==> src/hdl/msfbe_pkg.sv <==
`timescale 1ns / 1ps
// ----------------------------------------------------------------------------
// Frame budget evictor package
// Shared payload types, control and status bundles, and default, reset and limit constants.
// ----------------------------------------------------------------------------
package msfbe_pkg;

    localparam int STREAMS_DEF = 32;
    localparam int FRAMES_PER_STREAM_DEF = 8;
    localparam logic [23:0] BUDGET_RESET = 24'd2097152;
    localparam logic [8:0] EVICT_MAX = 9'd511;

    typedef struct packed {
        logic [4:0]  stream_id;
        logic [23:0] frame_bytes;
        logic [47:0] arrival_time;
    } put_t;

    typedef struct packed {
        logic        status;
        logic [31:0] frame_number;
        logic [8:0]  evicted_count;
        logic [23:0] free_bytes;
    } res_t;

    typedef struct packed {
        logic load_in;
        logic cap_s;
        logic drop_rd;
        logic drop;
        logic scan_start;
        logic scan_issue;
        logic admit;
        logic clr_step;
        logic out_load;
    } cmd_t;

    typedef struct packed {
        logic sid_ok;
        logic full;
        logic fits;
        logic idx_last;
        logic found;
    } sts_t;

endpackage

==> src/hdl/msfbe_ctrl.sv <==
`timescale 1ns / 1ps
// ----------------------------------------------------------------------------
// Frame budget evictor controller
// Sequences table clearing, ring-full drop, eviction scans, admit and result.
// ----------------------------------------------------------------------------
module msfbe_ctrl (
    input  logic            clk,
    input  logic            rst_n,
    input  logic            put_valid,
    output logic            put_stall,
    output logic            res_valid,
    input  logic            res_stall,
    input  msfbe_pkg::sts_t sts,
    output msfbe_pkg::cmd_t cmd
);
    import msfbe_pkg::*;

    typedef enum logic [3:0] {
        S_CLR, S_IDLE, S_RDS, S_FULL, S_DRP_RD, S_DRP, S_CHECK,
        S_SCAN, S_SC1, S_SC2, S_SEL, S_ADM_RD, S_ADM, S_FIN
    } state_t;

    state_t state_reg, state_next;
    logic   res_valid_reg, res_valid_next;

    always_comb
    begin
        state_next = state_reg;
        cmd        = '0;
        case (state_reg)
            S_CLR:
            begin
                cmd.clr_step = 1'b1;
                if (sts.idx_last)
                begin
                    state_next = S_IDLE;
                end
            end
            S_IDLE:
            begin
                if (put_valid)
                begin
                    cmd.load_in = 1'b1;
                    state_next  = sts.sid_ok ? S_RDS : S_FIN;
                end
            end
            S_RDS:    state_next = S_FULL;
            S_FULL:
            begin
                cmd.cap_s  = 1'b1;
                state_next = sts.full ? S_DRP_RD : S_CHECK;
            end
            S_DRP_RD:
            begin
                cmd.drop_rd = 1'b1;
                state_next  = S_DRP;
            end
            S_DRP:
            begin
                cmd.drop   = 1'b1;
                state_next = S_CHECK;
            end
            S_CHECK:
            begin
                if (sts.fits)
                begin
                    state_next = S_ADM_RD;
                end
                else
                begin
                    cmd.scan_start = 1'b1;
                    state_next     = S_SCAN;
                end
            end
            S_SCAN:
            begin
                cmd.scan_issue = 1'b1;
                if (sts.idx_last)
                begin
                    state_next = S_SC1;
                end
            end
            S_SC1:    state_next = S_SC2;
            S_SC2:    state_next = S_SEL;
            S_SEL:    state_next = sts.found ? S_DRP_RD : S_FIN;
            S_ADM_RD: state_next = S_ADM;
            S_ADM:
            begin
                cmd.admit  = 1'b1;
                state_next = S_FIN;
            end
            S_FIN:
            begin
                if (!res_valid_reg || !res_stall)
                begin
                    cmd.out_load = 1'b1;
                    state_next   = S_IDLE;
                end
            end
            default:  state_next = S_IDLE;
        endcase

        res_valid_next = res_valid_reg;
        if (cmd.out_load)
        begin
            res_valid_next = 1'b1;
        end
        else if (res_valid_reg && !res_stall)
        begin
            res_valid_next = 1'b0;
        end
    end

    always_ff @(posedge clk or negedge rst_n)
    begin
        if (!rst_n)
        begin
            state_reg     <= S_CLR;
            res_valid_reg <= 1'b0;
        end
        else
        begin
            state_reg     <= state_next;
            res_valid_reg <= res_valid_next;
        end
    end

    assign put_stall = state_reg != S_IDLE;
    assign res_valid = res_valid_reg;

endmodule

==> config.mk <==
export PLATFORM = sky130hd
export DESIGN_NAME = msfbe_ctrl
export DESIGN_NICKNAME = d
export VERILOG_FILES = /design/src/hdl/msfbe_pkg.sv /design/src/hdl/msfbe_ctrl.sv
export SDC_FILE = /design/constraint.sdc
export NUM_CORES = 1
export LEC_CHECK = 0
export ABC_AREA = 1
export BUFFER_PORTS_ARGS = -buffer_cell sky130_fd_sc_hd__buf_2
export CORE_AREA = 4 4 41 43
export CTS_CLUSTER_DIAMETER = 60
export DETAILED_ROUTE_END_ITERATION = 16
export DIE_AREA = 0 0 45 47
export GPL_TIMING_DRIVEN = 0
export PLACE_DENSITY = 0.63
export SLEW_MARGIN = 15
export SYNTH_ARGS = -nofsm -noshare
export SYNTH_HDL_FRONTEND = slang
export SYNTH_SLANG_ARGS = --single-unit
==> constraint.sdc <==
create_clock -name clk -period 1.6 [get_ports clk]
set_input_delay 0.32 -clock clk [delete_from_list [all_inputs] [get_ports clk]]
set_output_delay 0.32 -clock clk [all_outputs]
set_load 0.01 [all_outputs]
==> results of run 1 <==
==> stage by stage <==
| step | hold slack (ns) | setup slack (ns) | cells | TNS (ns) |
|---|---|---|---|---|
| 3_5_place_dp | 0.135 | 0.167 | 119 | 0 |
| 3_3_place_gp | 0.133 | 0.168 | 119 | 0 |
| 4_1_cts | 0.302 | -0.0228 | 128 | -0.0359 |
| 5_1_grt | 0.342 | -0.0168 | 129 | -0.0242 |
| 6_report | 0.305 | 0.0546 | 129 | 0 |
| 2_1_floorplan | 0.0244 | 0.327 | 85 | 0 |
==> cell usage after synthesis <==
| library cell | number |
|---|---|
| nor2_4 | 3 |
| buf_4 | 1 |
| o21ai_1 | 1 |
| nand3b_1 | 3 |
| nand2_4 | 1 |
| nand4_1 | 1 |
| dfrtp_1 | 5 |
| nand2_1 | 26 |
| nand2_2 | 2 |
| nand3_1 | 5 |
| nor2_2 | 4 |
| inv_2 | 5 |
| nor2_1 | 10 |
| inv_1 | 14 |
| a21oi_2 | 2 |
| or2_1 | 1 |
| o21ai_2 | 1 |
==> area by class of cell <==
type                       count  area, µm²  area share
inverter                      19       71.3      0.0966
tap                           15       18.8      0.0254
sequential                     5        130       0.176
multi-input combinational     60        332       0.449
clock buffer                   4       26.3      0.0356
timing repair buffer          26        160       0.217
==> critical path: stages (launching register included) <==
cell and delay [ns]:
dfrtp_2 0.41, inv_2 0.07, buf_6 0.12, nor2_4 0.10, nand2_2 0.07, nor2_1 0.08, buf_2 0.13
==> power by group <==
part,internal (mW),switching [mW]
Clock,0.0944,0.0539
Combinational,0.376,0.524
Sequential,0.194,0.0983
Total,0.664,0.676
==> layer usage <==
| layer | vias to the layer above | wire (µm) |
|---|---|---|
| li1 | 314 | - |
| met1 | 253 | 536 |
| met2 | 16 | 632 |
| met3 | 2 | 68 |
| met4 | 0 | 17 |
| met5 | - | 0 |
==> cell families after synthesis <==
| group | count (synthesis) | synth area share |
|---|---|---|
| AOI/OAI and AO/OA | 4 | 0.0610 |
| buffers and inverters | 20 | 0.154 |
| DFF | 5 | 0.244 |
| and+or+nand+nor | 56 | 0.541 |
==> timing repair <==
item / CTS / global route
hold buffers: 1 / 0
endpoints found under the setup margin: 2 / 6
hold endpoints to repair: 5 / 0
gates resized for setup: 5 / 9
pin swaps: 3 / 4
buffers inserted: 5 / 1
==> final timing paths <==
kind / cells after the start / startpoint / slack [ns] / endpoint
hold reg to reg: 2 / res_valid / 0.49 / res_valid
max in group asynchronous: 2 / rst_n / 1.05 / state_reg[3]
hold / removal: 3 / res_stall / 0.31 / res_valid
setup / recovery: 6 / state_reg[1] / 0.05 / cmd[4]
setup reg to reg: 8 / state_reg[1] / 0.28 / state_reg[0]
min in group asynchronous: 2 / rst_n / 0.41 / state_reg[2]
==> flow_summary.toml, run 1 <==
[clocking]
root_buffer = "clkbuf_4"
cts-buffers-inserted = 3
path_clk_slew_ns = 0.05
clock_latency_ns = 0.25
cts_tree = "built"
htree_levels = 1
cts.sinks = 5
clock_path_buffers = 2

[layout]
final_common_cell = "nand2_1"
final_cell_mix = "nand2_1, buf_2, inv_1"
fillers = 139
diodes = 0
drive_gt1_frac = 0.491
final_core_util = 0.567
syn_to_final_growth_pct = 43.9
largest_reg_flops = 4
nets = 124
final_area_um2 = 738

[detailed_routing]
post-route-drc-count = 0
avgRoutedWirePerCell_um = 9.72
drt-initial-drc-count = 9
wirelength_um = 1250
drtPass1Iterations = 4
ant_nets = 0
vias = 585
avgViaCountPerCell = 4.53

[yosys]
synth.avg_cell_area_um2 = 6.04
synth_top_area_share = 0.244
syn_nets = 94
synth_area_um2 = 513
yosysSeqAreaShare = 0.244
ys_top_cells_by_area = "dfrtp_1, nand2_1, inv_1"
ys_types = 17
yosys_warnings = 0
syn-instance-count = 85
yosys_register_bits = 5
yosysTopAreaCell = "dfrtp_1"

[placement]
gp_congestion = 0.794
place_area_um2 = 627
dp_hpwl_um = 1000
portBuffers = 19

[global_routing]
track_usage = 0.139
grt_pass1_vias = 516
gr-total-overflow = 0
met1_usage = 0.160
grt_max_degree = 7
grt.met3_usage = 0.0115
grt_use_met2 = 0.240
grt_pass1_wl_um = 2030
busiest_layer = "met2"
antenna_found_initial = 0

[sta]
fmax_ghz = 0.647
skew_ns = 0.00730
tightest_slew_ns = 0.180
maxSlewViolCount = 0
setup_viol = 0
rsz0062_at_grt = "true"
slew_headroom = 0.880
period_share = 0.966
final-hold-violation-count = 0
period_needed_ns = 1.55

[pwr]
vdd_drop_max_mv = 1.05
total_power_mw = 1.34
power_density_nw_per_um2 = 1820
p_leak_nw = 0.461

[floorplan]
die_y_um = 47
rows = 13
initial_core_util = 0.394
dieWidth_um = 45
die_area_um2 = 2120
core_um2 = 1300
num_io_pins = 20

[setup_path]
path_max_fanout = 4
start_kind = "register"
cp-end-kind = "primary output"
crit_type = "register to primary output"
cp.arrival_ns = 1.23
cp.required_ns = 1.28

[status]
outcome = "completed"

[job]
cap_viol_max_count = 0

[min_path]
min_path_type = "primary input to register"
No activity file was read; power rests on OpenSTA's default activity.
==> run 2, diff against run 1 <==
--- a/config.mk
+++ b/config.mk
@@ -15,2 +15,3 @@
 export PLACE_DENSITY = 0.63
+export RECOVER_POWER = 25
 export SLEW_MARGIN = 15
--- a/constraint.sdc
+++ b/constraint.sdc
@@ -3,2 +3,2 @@
 set_output_delay 0.32 -clock clk [all_outputs]
-set_load 0.01 [all_outputs]
+set_load 0.02 [all_outputs]
==> run 2 against run 1 <==
Net effect:
- clock power barely moved
- register-to-register slack hardly changed
- global-route usage up 0.079 points
- clock skew grew 0.0018 ns
- non-clock buffer count grew 4
- via count grew 5.0%
==> flow_summary.toml, run 2 (synthesized netlist as in run 1, its figures left out) <==
[status]
outcome = "completed"

[pwr]
p_sw_frac = 0.516
power_density_nw_per_um2 = 1910
pwr-share-clk = 0.101
p_comb_frac = 0.703
p_leak_nw = 0.478
p_seq_frac = 0.196
internal_power_uw = 725
p_sw_uw = 773
vdd_drop_max_mv = 1.15

[detailed_routing]
wirelength_um = 1320
avgViaCountPerCell = 4.62
avgRoutedWirePerCell_um = 9.95
drt-initial-drc-count = 13
post-route-drc-count = 0
ant_nets = 0
vias = 614
drtPass1Iterations = 4

[min_path]
min_path_type = "primary input to register"
holdPathStages = 3
hold_end = "res_valid"
hold_start = "res_stall"

[layout]
final_cell_mix = "nand2_1, inv_1, buf_2, buf_4"
diodes = 0
syn_to_final_growth_pct = 52.9
nets = 128
final_common_cell = "nand2_1"
fillers = 134
layout.cells.non_filler = 133
drive_gt1_frac = 0.517
largest_reg_flops = 4

[job]
cap_viol_max_count = 0

[sta]
fmax_ghz = 0.636
rsz0062_at_grt = "true"
finalSetupTns_ns = 0
hold_slack_ns = 0.303
skew_ns = 0.00906
slew_headroom = 0.840
tightest_slew_ns = 0.240
period_needed_ns = 1.57
period_share = 0.983
final-hold-violation-count = 0
setup_viol = 0
maxSlewViolCount = 0

[floorplan]
rows = 13
dieWidth_um = 45
die_area_um2 = 2120
core_um2 = 1300
num_io_pins = 20
initial_core_util = 0.394
die_y_um = 47

[clocking]
cts.sinks = 5
cts-buffers-inserted = 3
htree_levels = 1
clock_path_buffers = 2
clock_latency_ns = 0.25
root_buffer = "clkbuf_4"
cts_tree = "built"
path_clk_slew_ns = 0.05

[placement]
dp_hpwl_um = 1000
place_inst = 119
portBuffers = 19
gp_congestion = 0.794

[global_routing]
grt_max_degree = 7
antenna_found_initial = 0
grt_pass1_vias = 520
track_usage = 0.140
grt_pass1_wl_um = 2040
gr-total-overflow = 0

[setup_path]
r2r-end = "state_reg[0]"
path_max_fanout = 4
crit_type = "register to primary output"
cp.required_ns = 1.28
r2r-start = "state_reg[1]"
start_kind = "register"
cp-end-kind = "primary output"
r2r.worst_path.cells = 8
reg2reg_slack_ns = 0.27
cp.arrival_ns = 1.25
-- run 2: critical path: stages, from the launching register on --
cell and delay (ns):
dfrtp_2 0.41, inv_2 0.07, buf_6 0.12, nor2_4 0.10, nand2_2 0.07, nor2_1 0.09, buf_4 0.14
-- run 2: area by class of cell --
type | instances | area [µm²] | share of cell area
clock buffers | 4 | 26.3 | 0.0335
well taps | 15 | 18.8 | 0.0239
flip-flops and latches | 5 | 130 | 0.166
inverters | 19 | 71.3 | 0.0909
multi-input cells | 60 | 339 | 0.432
repair buffers | 30 | 199 | 0.254
-- run 2: power groups by stage --
stage	Combinational (mW)	Sequential [mW]	Clock, mW
2_1_floorplan	0.630	0.265	0
3_3_place_gp	0.824	0.264	0
3_5_place_dp	0.832	0.266	0
4_1_cts	0.950	0.274	0.156
5_1_grt	1.15	0.304	0.160
6_report	1.05	0.293	0.151
-- run 2: worst max path at each step --
| stage | from | endpoint | slack, ns | depth (start not counted) |
|---|---|---|---|---|
| after floorplan | state_reg[2] | cmd[8] | 0.20 | 3 |
| after detailed placement | state_reg[1] | cmd[0] | 0.13 | 7 |
| after global placement | state_reg[1] | cmd[0] | 0.13 | 7 |
| after global routing | state_reg[3] | cmd[8] | -0.03 | 4 |
| final | state_reg[1] | cmd[4] | 0.03 | 6 |
| after CTS | state_reg[1] | cmd[4] | -0.05 | 6 |
-- run 2: per-stage QoR --
stage          power [mW]  instance area, µm²  setup slack, ns  utilization
2_1_floorplan       0.896                 513            0.203            -
3_3_place_gp         1.09                 627            0.134        0.482
3_5_place_dp         1.10                 627            0.134        0.482
4_1_cts              1.38                 724          -0.0507        0.557
5_1_grt              1.61                 785          -0.0328        0.603
6_report             1.50                 785           0.0279        0.603
-- run 2: timing repair --
action,CTS,global route
hold buffers,1,0
resized for setup,8,13
hold endpoints to repair,5,0
endpoints found under the setup margin,3,8
pin swaps,4,7
buffers inserted,6,4
-- run 2: per-layer routing --
layer	GRT usage	share of wire	vias up
met4	0.105	0.016	0
met2	0.243	0.50	21
met5	0	0	-
met1	0.160	0.42	270
met3	0.0115	0.061	3
li1	-	-	320
